File: src/design/flash_slot_metadata_scanner_macros.svh
// Assertion macros for the flash slot metadata scanner.
`ifndef FLASH_SLOT_METADATA_SCANNER_MACROS_SVH
`define FLASH_SLOT_METADATA_SCANNER_MACROS_SVH

`ifndef NO_ASSERTIONS
`define FSMS_ASSERT(lbl, clk, rst_n, prop) \
  lbl: assert property (@(posedge clk) disable iff (!rst_n) prop) \
    else $error("fsms assertion failed");
`define FSMS_ASSERT_NR(lbl, clk, prop) \
  lbl: assert property (@(posedge clk) prop) \
    else $error("fsms assertion failed");
`else
`define FSMS_ASSERT(lbl, clk, rst_n, prop)
`define FSMS_ASSERT_NR(lbl, clk, prop)
`endif

`endif

File: src/design/fsms_pkg.sv
// Types and constants shared by the flash slot metadata scanner.
package fsms_pkg;

  localparam int unsigned MAX_SLOT_WORDS_DEF = 65536;

  localparam int unsigned CFG_W     = 19;
  localparam int unsigned CFG_IDX_W = 3;

  localparam logic [31:0] MAGIC_LO = 32'h47455350;
  localparam logic [31:0] MAGIC_HI = 32'h31454D41;

  localparam int unsigned REL_SIZE    = 2;
  localparam int unsigned REL_HEIGHT  = 3;
  localparam int unsigned REL_SLUG    = 4;
  localparam int unsigned REL_TITLE   = 10;
  localparam int unsigned REL_VERSION = 18;
  localparam int unsigned REL_END     = 21;

  localparam logic [7:0] SLOT_NUM_MAX = 8'd255;

  typedef enum logic [CFG_IDX_W-1:0] {
    CFG_SLOT_BYTES,
    CFG_META_BYTES,
    CFG_ICON_WIDTH,
    CFG_ICON_HEIGHT,
    CFG_ICON_START,
    CFG_ENTRY_LIMIT
  } cfg_idx_t;

  typedef enum logic {
    KIND_TEXT,
    KIND_VERDICT
  } kind_t;

  typedef enum logic [1:0] {
    FIELD_SLUG,
    FIELD_TITLE,
    FIELD_VERSION
  } field_t;

  typedef struct packed {
    kind_t       kind;
    field_t      field_id;
    logic [2:0]  field_word;
    logic [31:0] text_bytes;
    logic [7:0]  slot_number;
    logic        accepted;
    logic        magic_found;
    logic [17:0] block_offset;
    logic [15:0] declared_size;
    logic        icon_ok;
    logic [18:0] icon_offset;
    logic [7:0]  entry_number;
  } result_t;

endpackage

File: src/design/fsms_ifs.sv
// Request channel interfaces for flash words in and scan results out.
interface fsms_in_if;
  logic        valid;
  logic        ready;
  logic [31:0] word_data;
  logic        last_in_slot;
  logic        start_of_scan;

  modport source(output valid, word_data, last_in_slot, start_of_scan, input ready);
  modport sink(input valid, word_data, last_in_slot, start_of_scan, output ready);
endinterface

interface fsms_out_if;
  logic        valid;
  logic        ready;
  logic        result_kind;
  logic [1:0]  field_id;
  logic [2:0]  field_word;
  logic [31:0] text_bytes;
  logic [7:0]  slot_number;
  logic        accepted;
  logic        magic_found;
  logic [17:0] block_offset;
  logic [15:0] declared_size;
  logic        icon_ok;
  logic [18:0] icon_offset;
  logic [7:0]  entry_number;

  modport source(output valid, result_kind, field_id, field_word, text_bytes, slot_number,
                 accepted, magic_found, block_offset, declared_size, icon_ok, icon_offset,
                 entry_number, input ready);
  modport sink(input valid, result_kind, field_id, field_word, text_bytes, slot_number,
               accepted, magic_found, block_offset, declared_size, icon_ok, icon_offset,
               entry_number, output ready);
endinterface

File: src/design/flash_slot_metadata_scanner.sv
// Flash slot metadata scanner top level: magic search, header checks, field text, verdicts.
// Results of an accepted word are pushed into a three-entry output queue, registered, then offered;
// one result leaves per cycle while the receiver is ready.
// Words are accepted one per cycle while the queue holds at most one result; a word yielding both
// a text word and a verdict queues two. Synchronous active-low reset clears all control state.
`include "flash_slot_metadata_scanner_macros.svh"

module flash_slot_metadata_scanner #(
  parameter int unsigned MAX_SLOT_WORDS = fsms_pkg::MAX_SLOT_WORDS_DEF
) (
  input  logic                           clk,
  input  logic                           rst_n,
  input  logic                           cfg_we,
  input  logic [fsms_pkg::CFG_IDX_W-1:0] cfg_idx,
  input  logic [fsms_pkg::CFG_W-1:0]     cfg_data,
  fsms_in_if.sink                        in_if,
  fsms_out_if.source                     out_if
);

  localparam int unsigned PW  = $clog2(MAX_SLOT_WORDS + 1);
  localparam int unsigned CW0 = (PW + 2 > 19) ? PW + 2 : 19;
  localparam int unsigned CW  = CW0 + 1;

  logic [18:0] slot_bytes_r;
  logic [15:0] meta_bytes_r;
  logic [15:0] icon_width_r;
  logic [15:0] icon_height_r;
  logic [15:0] icon_start_r;
  logic [7:0]  entry_limit_r;

  logic [PW-1:0] pos_r, pos_nxt;
  logic [PW-1:0] blk_r, blk_nxt;
  logic          first_r, first_nxt;
  logic          found_r, found_nxt;
  logic [15:0]   hsz_r, hsz_nxt;
  logic          wm_r, wm_nxt;
  logic          hm_r, hm_nxt;
  logic          tp_r, tp_nxt;
  logic          nul_r, nul_nxt;
  logic [7:0]    slots_r, slots_nxt;
  logic [7:0]    ents_r, ents_nxt;

  fsms_pkg::result_t q_r [3];
  fsms_pkg::result_t q_nxt [3];
  logic [1:0]        cnt_r, cnt_nxt;

  logic          in_acc;
  logic          pop;
  logic          active;
  logic [7:0]    slot_no;

  logic [PW-1:0] pos_b, blk_b;
  logic          first_b, found_b, wm_b, hm_b, tp_b, nul_b;
  logic [15:0]   hsz_b;
  logic [7:0]    slots_b, ents_b;

  logic [PW-1:0] pos_u, blk_u;
  logic          first_u, found_u, wm_u, hm_u, tp_u, nul_u;
  logic [15:0]   hsz_u;

  logic [PW-1:0] pos_m1;
  logic [PW-1:0] rel;
  logic          mag_fit;
  logic          is_field;
  logic          text_valid;
  logic          verd_valid;
  fsms_pkg::field_t fid;
  logic [2:0]    fw;
  logic          nul_run;
  logic [31:0]   text;
  logic [31:0]   w;

  logic          size_ok, vacc, icon;
  logic [PW+1:0] boff_full;
  logic [7:0]    ents_v;

  fsms_pkg::result_t text_res, verd_res, res0, res1;
  logic [1:0]    push_n;
  logic [1:0]    cnt_pop;

  assign in_acc       = in_if.valid && in_if.ready;
  assign pop          = out_if.valid && out_if.ready;
  assign in_if.ready  = (cnt_r <= 2'd1);
  assign out_if.valid = (cnt_r != 2'd0);
  assign w            = in_if.word_data;

  always_ff @(posedge clk) begin
    if (!rst_n) begin
      slot_bytes_r  <= 19'd262144;
      meta_bytes_r  <= 16'd88;
      icon_width_r  <= 16'd16;
      icon_height_r <= 16'd16;
      icon_start_r  <= 16'd88;
      entry_limit_r <= 8'd255;
    end else if (cfg_we) begin
      unique case (fsms_pkg::cfg_idx_t'(cfg_idx))
        fsms_pkg::CFG_SLOT_BYTES:  slot_bytes_r  <= cfg_data;
        fsms_pkg::CFG_META_BYTES:  meta_bytes_r  <= cfg_data[15:0];
        fsms_pkg::CFG_ICON_WIDTH:  icon_width_r  <= cfg_data[15:0];
        fsms_pkg::CFG_ICON_HEIGHT: icon_height_r <= cfg_data[15:0];
        fsms_pkg::CFG_ICON_START:  icon_start_r  <= cfg_data[15:0];
        fsms_pkg::CFG_ENTRY_LIMIT: entry_limit_r <= cfg_data[7:0];
        default: begin
        end
      endcase
    end
  end

  always_comb begin
    if (in_if.start_of_scan) begin
      pos_b   = '0;
      blk_b   = '0;
      first_b = 1'b0;
      found_b = 1'b0;
      hsz_b   = '0;
      wm_b    = 1'b0;
      hm_b    = 1'b0;
      tp_b    = 1'b0;
      nul_b   = 1'b0;
      slots_b = '0;
      ents_b  = '0;
    end else begin
      pos_b   = pos_r;
      blk_b   = blk_r;
      first_b = first_r;
      found_b = found_r;
      hsz_b   = hsz_r;
      wm_b    = wm_r;
      hm_b    = hm_r;
      tp_b    = tp_r;
      nul_b   = nul_r;
      slots_b = slots_r;
      ents_b  = ents_r;
    end

    active  = (ents_b < entry_limit_r);
    slot_no = (slots_b == fsms_pkg::SLOT_NUM_MAX) ? fsms_pkg::SLOT_NUM_MAX : slots_b + 8'd1;

    pos_m1  = pos_b - PW'(1);
    mag_fit = (CW'({pos_m1, 2'b00}) + CW'(meta_bytes_r)) <= CW'(slot_bytes_r);
    rel     = pos_b - blk_b;

    pos_u   = pos_b;
    blk_u   = blk_b;
    first_u = first_b;
    found_u = found_b;
    hsz_u   = hsz_b;
    wm_u    = wm_b;
    hm_u    = hm_b;
    tp_u    = tp_b;
    nul_u   = nul_b;

    is_field = 1'b0;
    fid      = fsms_pkg::FIELD_SLUG;
    fw       = '0;
    text     = '0;
    nul_run  = nul_b;

    if (pos_b < PW'(MAX_SLOT_WORDS)) begin
      pos_u = pos_b + PW'(1);
      if (!found_b) begin
        if (first_b && (w == fsms_pkg::MAGIC_HI) && mag_fit) begin
          found_u = 1'b1;
          blk_u   = pos_m1;
        end
        first_u = (w == fsms_pkg::MAGIC_LO);
      end else if (rel == PW'(fsms_pkg::REL_SIZE)) begin
        hsz_u = w[15:0];
        wm_u  = (w[31:16] == icon_width_r);
      end else if (rel == PW'(fsms_pkg::REL_HEIGHT)) begin
        hm_u = (w[15:0] == icon_height_r);
      end else if (rel >= PW'(fsms_pkg::REL_SLUG) && rel <= PW'(fsms_pkg::REL_END)) begin
        is_field = 1'b1;
        if (rel < PW'(fsms_pkg::REL_TITLE)) begin
          fid = fsms_pkg::FIELD_SLUG;
          fw  = 3'(rel - PW'(fsms_pkg::REL_SLUG));
        end else if (rel < PW'(fsms_pkg::REL_VERSION)) begin
          fid = fsms_pkg::FIELD_TITLE;
          fw  = 3'(rel - PW'(fsms_pkg::REL_TITLE));
        end else begin
          fid = fsms_pkg::FIELD_VERSION;
          fw  = 3'(rel - PW'(fsms_pkg::REL_VERSION));
        end
        if (fw == 3'd0) begin
          nul_run = 1'b0;
        end
        if (rel == PW'(fsms_pkg::REL_TITLE)) begin
          tp_u = (w[7:0] != 8'd0);
        end
        for (int b = 0; b < 4; b++) begin
          if (w[8*b +: 8] == 8'd0) begin
            nul_run = 1'b1;
          end
          if (!nul_run) begin
            text[8*b +: 8] = w[8*b +: 8];
          end
        end
        nul_u = nul_run;
      end
    end

    text_valid = is_field && active && (hsz_b >= meta_bytes_r);
    verd_valid = in_if.last_in_slot && active;

    size_ok   = found_u && (hsz_u >= meta_bytes_r);
    vacc      = size_ok && tp_u;
    icon      = size_ok && wm_u && hm_u;
    boff_full = {blk_u, 2'b00};
    ents_v    = ents_b + {7'd0, vacc};

    text_res               = '0;
    text_res.kind          = fsms_pkg::KIND_TEXT;
    text_res.field_id      = fid;
    text_res.field_word    = fw;
    text_res.text_bytes    = text;
    text_res.slot_number   = slot_no;

    verd_res               = '0;
    verd_res.kind          = fsms_pkg::KIND_VERDICT;
    verd_res.field_id      = fsms_pkg::FIELD_SLUG;
    verd_res.slot_number   = slot_no;
    verd_res.accepted      = vacc;
    verd_res.magic_found   = found_u;
    verd_res.block_offset  = found_u ? 18'(boff_full) : 18'd0;
    verd_res.declared_size = found_u ? hsz_u : 16'd0;
    verd_res.icon_ok       = icon;
    verd_res.icon_offset   = icon ? (19'(boff_full) + 19'(icon_start_r)) : 19'd0;
    verd_res.entry_number  = ents_v;

    pos_nxt   = pos_u;
    blk_nxt   = blk_u;
    first_nxt = first_u;
    found_nxt = found_u;
    hsz_nxt   = hsz_u;
    wm_nxt    = wm_u;
    hm_nxt    = hm_u;
    tp_nxt    = tp_u;
    nul_nxt   = nul_u;
    slots_nxt = slots_b;
    ents_nxt  = ents_b;

    if (in_if.last_in_slot) begin
      if (active) begin
        ents_nxt = ents_v;
        if (slots_b != fsms_pkg::SLOT_NUM_MAX) begin
          slots_nxt = slots_b + 8'd1;
        end
      end
      pos_nxt   = '0;
      blk_nxt   = '0;
      first_nxt = 1'b0;
      found_nxt = 1'b0;
      hsz_nxt   = '0;
      wm_nxt    = 1'b0;
      hm_nxt    = 1'b0;
      tp_nxt    = 1'b0;
      nul_nxt   = 1'b0;
    end
  end

  always_comb begin
    res0    = text_valid ? text_res : verd_res;
    res1    = verd_res;
    push_n  = in_acc ? ({1'b0, text_valid} + {1'b0, verd_valid}) : 2'd0;
    cnt_pop = cnt_r - {1'b0, pop};
    for (int i = 0; i < 3; i++) begin
      if (pop && i < 2) begin
        q_nxt[i] = q_r[i+1];
      end else begin
        q_nxt[i] = q_r[i];
      end
      if (push_n != 2'd0 && cnt_pop == 2'(i)) begin
        q_nxt[i] = res0;
      end
      if (push_n == 2'd2 && (cnt_pop + 2'd1) == 2'(i)) begin
        q_nxt[i] = res1;
      end
    end
    cnt_nxt = cnt_pop + push_n;
  end

  always_ff @(posedge clk) begin
    if (!rst_n) begin
      pos_r   <= '0;
      blk_r   <= '0;
      first_r <= 1'b0;
      found_r <= 1'b0;
      hsz_r   <= '0;
      wm_r    <= 1'b0;
      hm_r    <= 1'b0;
      tp_r    <= 1'b0;
      nul_r   <= 1'b0;
      slots_r <= '0;
      ents_r  <= '0;
      cnt_r   <= '0;
    end else begin
      if (in_acc) begin
        pos_r   <= pos_nxt;
        blk_r   <= blk_nxt;
        first_r <= first_nxt;
        found_r <= found_nxt;
        hsz_r   <= hsz_nxt;
        wm_r    <= wm_nxt;
        hm_r    <= hm_nxt;
        tp_r    <= tp_nxt;
        nul_r   <= nul_nxt;
        slots_r <= slots_nxt;
        ents_r  <= ents_nxt;
      end
      cnt_r <= cnt_nxt;
    end
  end

  always_ff @(posedge clk) begin
    q_r <= q_nxt;
  end

  assign out_if.result_kind   = q_r[0].kind;
  assign out_if.field_id      = q_r[0].field_id;
  assign out_if.field_word    = q_r[0].field_word;
  assign out_if.text_bytes    = q_r[0].text_bytes;
  assign out_if.slot_number   = q_r[0].slot_number;
  assign out_if.accepted      = q_r[0].accepted;
  assign out_if.magic_found   = q_r[0].magic_found;
  assign out_if.block_offset  = q_r[0].block_offset;
  assign out_if.declared_size = q_r[0].declared_size;
  assign out_if.icon_ok       = q_r[0].icon_ok;
  assign out_if.icon_offset   = q_r[0].icon_offset;
  assign out_if.entry_number  = q_r[0].entry_number;

  `FSMS_ASSERT(a_verdict_queued, clk, rst_n, in_acc && in_if.last_in_slot && active |=> out_if.valid)
  `FSMS_ASSERT(a_no_accept_full, clk, rst_n, (cnt_r == 2'd3) |-> !in_acc)
  `FSMS_ASSERT(a_text_clean, clk, rst_n, out_if.valid && out_if.result_kind == fsms_pkg::KIND_TEXT |-> !out_if.accepted && !out_if.magic_found && out_if.entry_number == 8'd0)
  `FSMS_ASSERT_NR(a_reset_empty, clk, !rst_n |=> !out_if.valid)

endmodule

File: src/flat_wrapper.sv
// flat-port wrapper written by rule: the top's interface ports become plain ports
module flash_slot_metadata_scanner_flat 
#(
  parameter int unsigned MAX_SLOT_WORDS = fsms_pkg::MAX_SLOT_WORDS_DEF
)
  (clk, rst_n, cfg_we, cfg_idx, cfg_data, in_if_valid, in_if_word_data, in_if_last_in_slot, in_if_start_of_scan, in_if_ready, out_if_valid, out_if_result_kind, out_if_field_id, out_if_field_word, out_if_text_bytes, out_if_slot_number, out_if_accepted, out_if_magic_found, out_if_block_offset, out_if_declared_size, out_if_icon_ok, out_if_icon_offset, out_if_entry_number, out_if_ready);
  fsms_in_if in_if_i ();
  fsms_out_if out_if_i ();
  input  logic clk;
  input  logic rst_n;
  input  logic cfg_we;
  input  logic [fsms_pkg::CFG_IDX_W-1:0] cfg_idx;
  input  logic [fsms_pkg::CFG_W-1:0] cfg_data;
  input wire logic [$bits(in_if_i.valid)-1:0] in_if_valid;
  input wire logic [$bits(in_if_i.word_data)-1:0] in_if_word_data;
  input wire logic [$bits(in_if_i.last_in_slot)-1:0] in_if_last_in_slot;
  input wire logic [$bits(in_if_i.start_of_scan)-1:0] in_if_start_of_scan;
  output wire logic [$bits(in_if_i.ready)-1:0] in_if_ready;
  output wire logic [$bits(out_if_i.valid)-1:0] out_if_valid;
  output wire logic [$bits(out_if_i.result_kind)-1:0] out_if_result_kind;
  output wire logic [$bits(out_if_i.field_id)-1:0] out_if_field_id;
  output wire logic [$bits(out_if_i.field_word)-1:0] out_if_field_word;
  output wire logic [$bits(out_if_i.text_bytes)-1:0] out_if_text_bytes;
  output wire logic [$bits(out_if_i.slot_number)-1:0] out_if_slot_number;
  output wire logic [$bits(out_if_i.accepted)-1:0] out_if_accepted;
  output wire logic [$bits(out_if_i.magic_found)-1:0] out_if_magic_found;
  output wire logic [$bits(out_if_i.block_offset)-1:0] out_if_block_offset;
  output wire logic [$bits(out_if_i.declared_size)-1:0] out_if_declared_size;
  output wire logic [$bits(out_if_i.icon_ok)-1:0] out_if_icon_ok;
  output wire logic [$bits(out_if_i.icon_offset)-1:0] out_if_icon_offset;
  output wire logic [$bits(out_if_i.entry_number)-1:0] out_if_entry_number;
  input wire logic [$bits(out_if_i.ready)-1:0] out_if_ready;
  assign in_if_i.valid = in_if_valid;
  assign in_if_i.word_data = in_if_word_data;
  assign in_if_i.last_in_slot = in_if_last_in_slot;
  assign in_if_i.start_of_scan = in_if_start_of_scan;
  assign in_if_ready = in_if_i.ready;
  assign out_if_valid = out_if_i.valid;
  assign out_if_result_kind = out_if_i.result_kind;
  assign out_if_field_id = out_if_i.field_id;
  assign out_if_field_word = out_if_i.field_word;
  assign out_if_text_bytes = out_if_i.text_bytes;
  assign out_if_slot_number = out_if_i.slot_number;
  assign out_if_accepted = out_if_i.accepted;
  assign out_if_magic_found = out_if_i.magic_found;
  assign out_if_block_offset = out_if_i.block_offset;
  assign out_if_declared_size = out_if_i.declared_size;
  assign out_if_icon_ok = out_if_i.icon_ok;
  assign out_if_icon_offset = out_if_i.icon_offset;
  assign out_if_entry_number = out_if_i.entry_number;
  assign out_if_i.ready = out_if_ready;
  flash_slot_metadata_scanner #(.MAX_SLOT_WORDS(MAX_SLOT_WORDS)) u_core (.clk(clk), .rst_n(rst_n), .cfg_we(cfg_we), .cfg_idx(cfg_idx), .cfg_data(cfg_data), .in_if(in_if_i), .out_if(out_if_i));
endmodule
File: config.mk
export PLATFORM = sky130hd
export DESIGN_NAME = flash_slot_metadata_scanner_flat
export DESIGN_NICKNAME = d
export VERILOG_FILES = /design/src/design/fsms_pkg.sv /design/src/design/fsms_ifs.sv /design/src/design/flash_slot_metadata_scanner.sv /design/src/flat_wrapper.sv
export VERILOG_INCLUDE_DIRS = /design/src /design/src/design
export SDC_FILE = /design/constraint.sdc
export NUM_CORES = 1
export LEC_CHECK = 0
export ABC_AREA = 0
export CORE_ASPECT_RATIO = 1.1
export CORE_MARGIN = 2
export CORE_UTILIZATION = 50
export CTS_CLUSTER_DIAMETER = 60
export DETAILED_ROUTE_END_ITERATION = 8
export DONT_BUFFER_PORTS = 1
export GPL_TIMING_DRIVEN = 0
export MAX_ROUTING_LAYER = met4
export PLACE_DENSITY = 0.65
export SLEW_MARGIN = 0
export SYNTH_ARGS = -nofsm -noshare
export SYNTH_HDL_FRONTEND = slang
export SYNTH_SLANG_ARGS = --single-unit
File: constraint.sdc
create_clock -name clk -period 9.9 [get_ports clk]
set_input_delay 1.485 -clock clk [delete_from_list [all_inputs] [get_ports clk]]
set_output_delay 1.485 -clock clk [all_outputs]
set_load 0.02 [all_outputs]
==> impl_metrics.yaml <==
clocking:
  clock_latency_ns: 0.63
  cts_max_level: 2
  postCtsHoldBufs: 0
  cts_tree: "built"
  cts_sinks: 489
  clock-root-buffer: "clkbuf_16"
  cts_made_buffers: 53
  clockBufferDepth: 3
  clk_pin_slew_worst_paths_ns: 0.06
synth:
  netlist.area_leader.share_pct: 24.2
  synthArstFlopShare_pct: 0
  avgSynthCellArea_um2: 9.26
  synth_warnings: 0
  synth_top_family_by_area: "compound AO/OA/AOI/OAI gates"
  synthAdderAreaFrac_pct: 5.65
  synth-edff-count: 210
  synth_compound_area_share_pct: 17.7
  synth_area_leaders: "edfxtp_1 24%, dfxtp_1 21%, nand2_1 6.6%, ha_1 5.4%, buf_4 3.2%"
  synth_area_mm2: 0.0261
  synthSimpleGateAreaFrac_pct: 17.7
  synth_xor_area_share_pct: 3.26
  ys_seq_area_share_pct: 45.6
  muxShareOfSynthArea_pct: 2.62
  ys_ff_latch: 489
  synth_area_leader_cell: "edfxtp_1"
  yosys_most_used_dff: "dfxtp_1"
  synth_cell_type_count: 75
  syn_inst: 2818
die:
  core_area_mm2: 0.0514
  start_util_pct: 50.8
  fp.dieArea_mm2: 0.0540
  rows: 87
  pin_count: 173
  fp.dieH_um: 244
  die_w_um: 222
outcome:
  status: "complete, but fails checks"
  failed_checks: "design-rule violations"
global_route:
  first_global_vias: 20500
  gr-usage-all-layers_pct: 30.4
  grt_pass1_wl_um: 122000
  grt-ovfl-total: 0
  antenna_found_initial: 0
  grt_max_degree: 71
sta:
  period_share_pct: 95.9
  rsz0062_at_grt: "false"
  fmax_mhz: 105
  period_minus_slack_ns: 9.49
  finalClockSkew_ns: 0.0295
  hold_viol_final: 0
  tightestPinTransition_ns: 1.16
  setup_ws_ns: 0.406
  finalMaxSlewViolations: 0
  final-setup-viol-count: 0
  setup-tns-final_ns: 0
  relSlewSlack_pct: 22.1
routing:
  dr_wl_met3_um: 5880
  wire_per_inst_um: 22.6
  wl_met1_um: 34400
  num_vias: 21300
  routed.top_layer: "met4"
  drtIter0Drc: 1748
  wl_met2_um: 37700
  drtAntennaViolNets: 0
  drcViolationCount: 14
  avgViaCountPerCell: 5.92
  first_pass_iters: 8
  routed_wirelength_um: 81100
layout:
  most-common-layout-cells: "455 x nand2_1, 279 x dfxtp_1, 210 x edfxtp_1, 142 x nor2_1, 141 x clkbuf_1"
  nets: 3059
  fin_cells: 3589
  final_common_cell: "nand2_1"
  final_layout_size_suffix_gt1_share_pct: 10.7
  diodes: 0
  area_delta_synth_final_pct: 10.9
power:
  p_comb_share_pct: 21.2
  vdd_drop_max_uv: 126
  power_density_mw_per_mm2: 193
  power_frac_clock_pct: 34.6
  cellInternalPower_mw: 3.88
  leakagePower_nw: 11.0
  switching_share_pct: 30.7
  p_switching_mw: 1.72
  seqPwrFrac_pct: 44.2
worst_hold_path:
  worstHoldEndpoint: "u_core.slot_bytes_r[5]$_SDFFE_PN0P_"
  hold_start: "u_core.slot_bytes_r[5]$_SDFFE_PN0P_"
  min_path_cells: 2
  hp-class: "reg2reg"
critical_path:
  required_ns: 10.25
  critPathLaunchType: "input pin"
  r2r_slack_ns: 1.01
  criticalPathCategory: "in2reg"
  worstSetupEndpointType: "register"
  crit_path_max_fanout: 10
  reg2reg_from: "u_core.pos_r[2]$_SDFFE_PN0P_"
  slowest_stage: "nor3_2"
  r2r-end: "u_core.q_r[135]$_DFFE_PP_"
  cp.arrival_ns: 9.84
  path_common_cell: "a21o_1"
  reg2regPathDepth: 36
  cp_slowest_stage_delay_ns: 0.34
placement:
  dp.cells: 3487
  port_buffers: 0
  pre_cts_ws_ns: -3.80
  hpwlAfterDp_um: 62000
  finalWeightedCongestion: 0.949
flow_run:
  cap_violations: 0
[routing by layer]
| layer | GRT usage, % | vias up |
|---|---|---|
| met1 | 38.7 | 10300 |
| met3 | 5.38 | 172 |
| met5 | - | - |
| li1 | - | 9993 |
| met4 | 11.7 | 0 |
| met2 | 48.5 | 777 |
[worst max-delay path by stage]
stage,start,endpoint,slack [ns]
after floorplan,in_if_start_of_scan,u_core.q_r[136]$_DFFE_PP_,0.17
after global placement,in_if_start_of_scan,u_core.q_r[123]$_DFFE_PP_,-4.18
after detailed placement,in_if_start_of_scan,u_core.out_if.entry_number[6]$_DFFE_PP_,-3.80
after CTS,in_if_start_of_scan,u_core.out_if.entry_number[6]$_DFFE_PP_,0.04
after global routing,in_if_start_of_scan,u_core.out_if.icon_offset[18]$_DFFE_PP_,0.02
final,in_if_start_of_scan,u_core.q_r[135]$_DFFE_PP_,0.41
[through the flow]
| step | util, % | hold slack (ns) | instance area (um2) | total power, mW |
|---|---|---|---|---|
| after detailed placement | 52.5 | 0.452 | 27000 | 3.68 |
| after CTS | 56.2 | 0.465 | 28900 | 5.61 |
| after floorplan | - | 0.426 | 26100 | 3.37 |
| after global placement | 52.4 | 0.447 | 26900 | 3.67 |
| after global routing | 56.3 | 0.487 | 28900 | 5.81 |
| final | 56.3 | 0.463 | 28900 | 5.59 |
[cell type report]
type	count	area, um2
plain buffers	280	1590
multi-input cells	1939	12400
repair buffers	10	87.6
fillers	4621	22400
well taps	667	835
flip-flops and latches	489	11900
inverters	109	409
clock inverters	25	226
clock buffers	70	1450
[sequential cells by signal (all words and copies together) (netlist names), 17 cells and up]
signal / cells
u_core.blk_r: 17
u_core.out_if.icon_offset: 19
u_core.out_if.text_bytes: 32
u_core.pos_r: 17
u_core.q_r: 216
u_core.slot_bytes_r: 19
[power by group through the flow]
stage | registers (mW) | logic (mW) | clock network [mW]
after global routing | 2.49 | 1.28 | 2.04
after floorplan | 2.50 | 0.871 | 0
after CTS | 2.48 | 1.18 | 1.95
after global placement | 2.53 | 1.14 | 0
final | 2.47 | 1.18 | 1.94
after detailed placement | 2.52 | 1.16 | 0
[what timing repair did]
action	CTS	global route
setup buffers	6	3
setup endpoints to repair	533	47
resized for setup	52	26
pin swaps	3	3
[logic make-up after synthesis]
group / after synthesis
other: 1
AO/OA/AOI/OAI: 667
buffers and inverters: 391
flip-flops: 489
adder cells (fa/ha/maj): 116
XOR/XNOR: 97
multiplexers: 68
AND/OR/NAND/NOR: 989
[cells in the mapped netlist (4+ instances only)]
cell type,number
nand2_1,458
dfxtp_1,279
edfxtp_1,210
nor2_1,142
clkbuf_1,139
o21ai_0,137
nor2b_1,122
ha_1,113
buf_4,111
inv_1,108
a21oi_1,107
a21boi_0,83
nor3_1,66
mux2i_1,65
nand3_1,59
xor2_1,54
a22oi_1,45
xnor2_1,43
a22o_1,42
o31ai_1,41
a32o_1,29
o2bb2ai_1,28
a31o_2,27
and2_1,24
a21o_1,23
o211ai_1,23
nand2b_1,22
buf_2,20
nor4_1,19
a211oi_1,18
nand4_1,16
a31oi_1,13
and3_1,13
o21a_1,11
buf_1,9
or3_1,9
or2_2,8
nor3b_1,6
and4_1,5
or4_1,5
a2111oi_0,4
[critical path, delay by kind of cell]
| family | cells | cell delay, ns |
|---|---|---|
| AO/OA/AOI/OAI | 18 | 3.71 |
| multiplexers | 1 | 0.31 |
| AND/OR/NAND/NOR | 10 | 1.29 |
| adder cells (fa/ha/maj) | 4 | 1.01 |
| buffers and inverters | 8 | 1.39 |
| XOR/XNOR | 3 | 0.62 |
(Power assumes the default switching activity.)
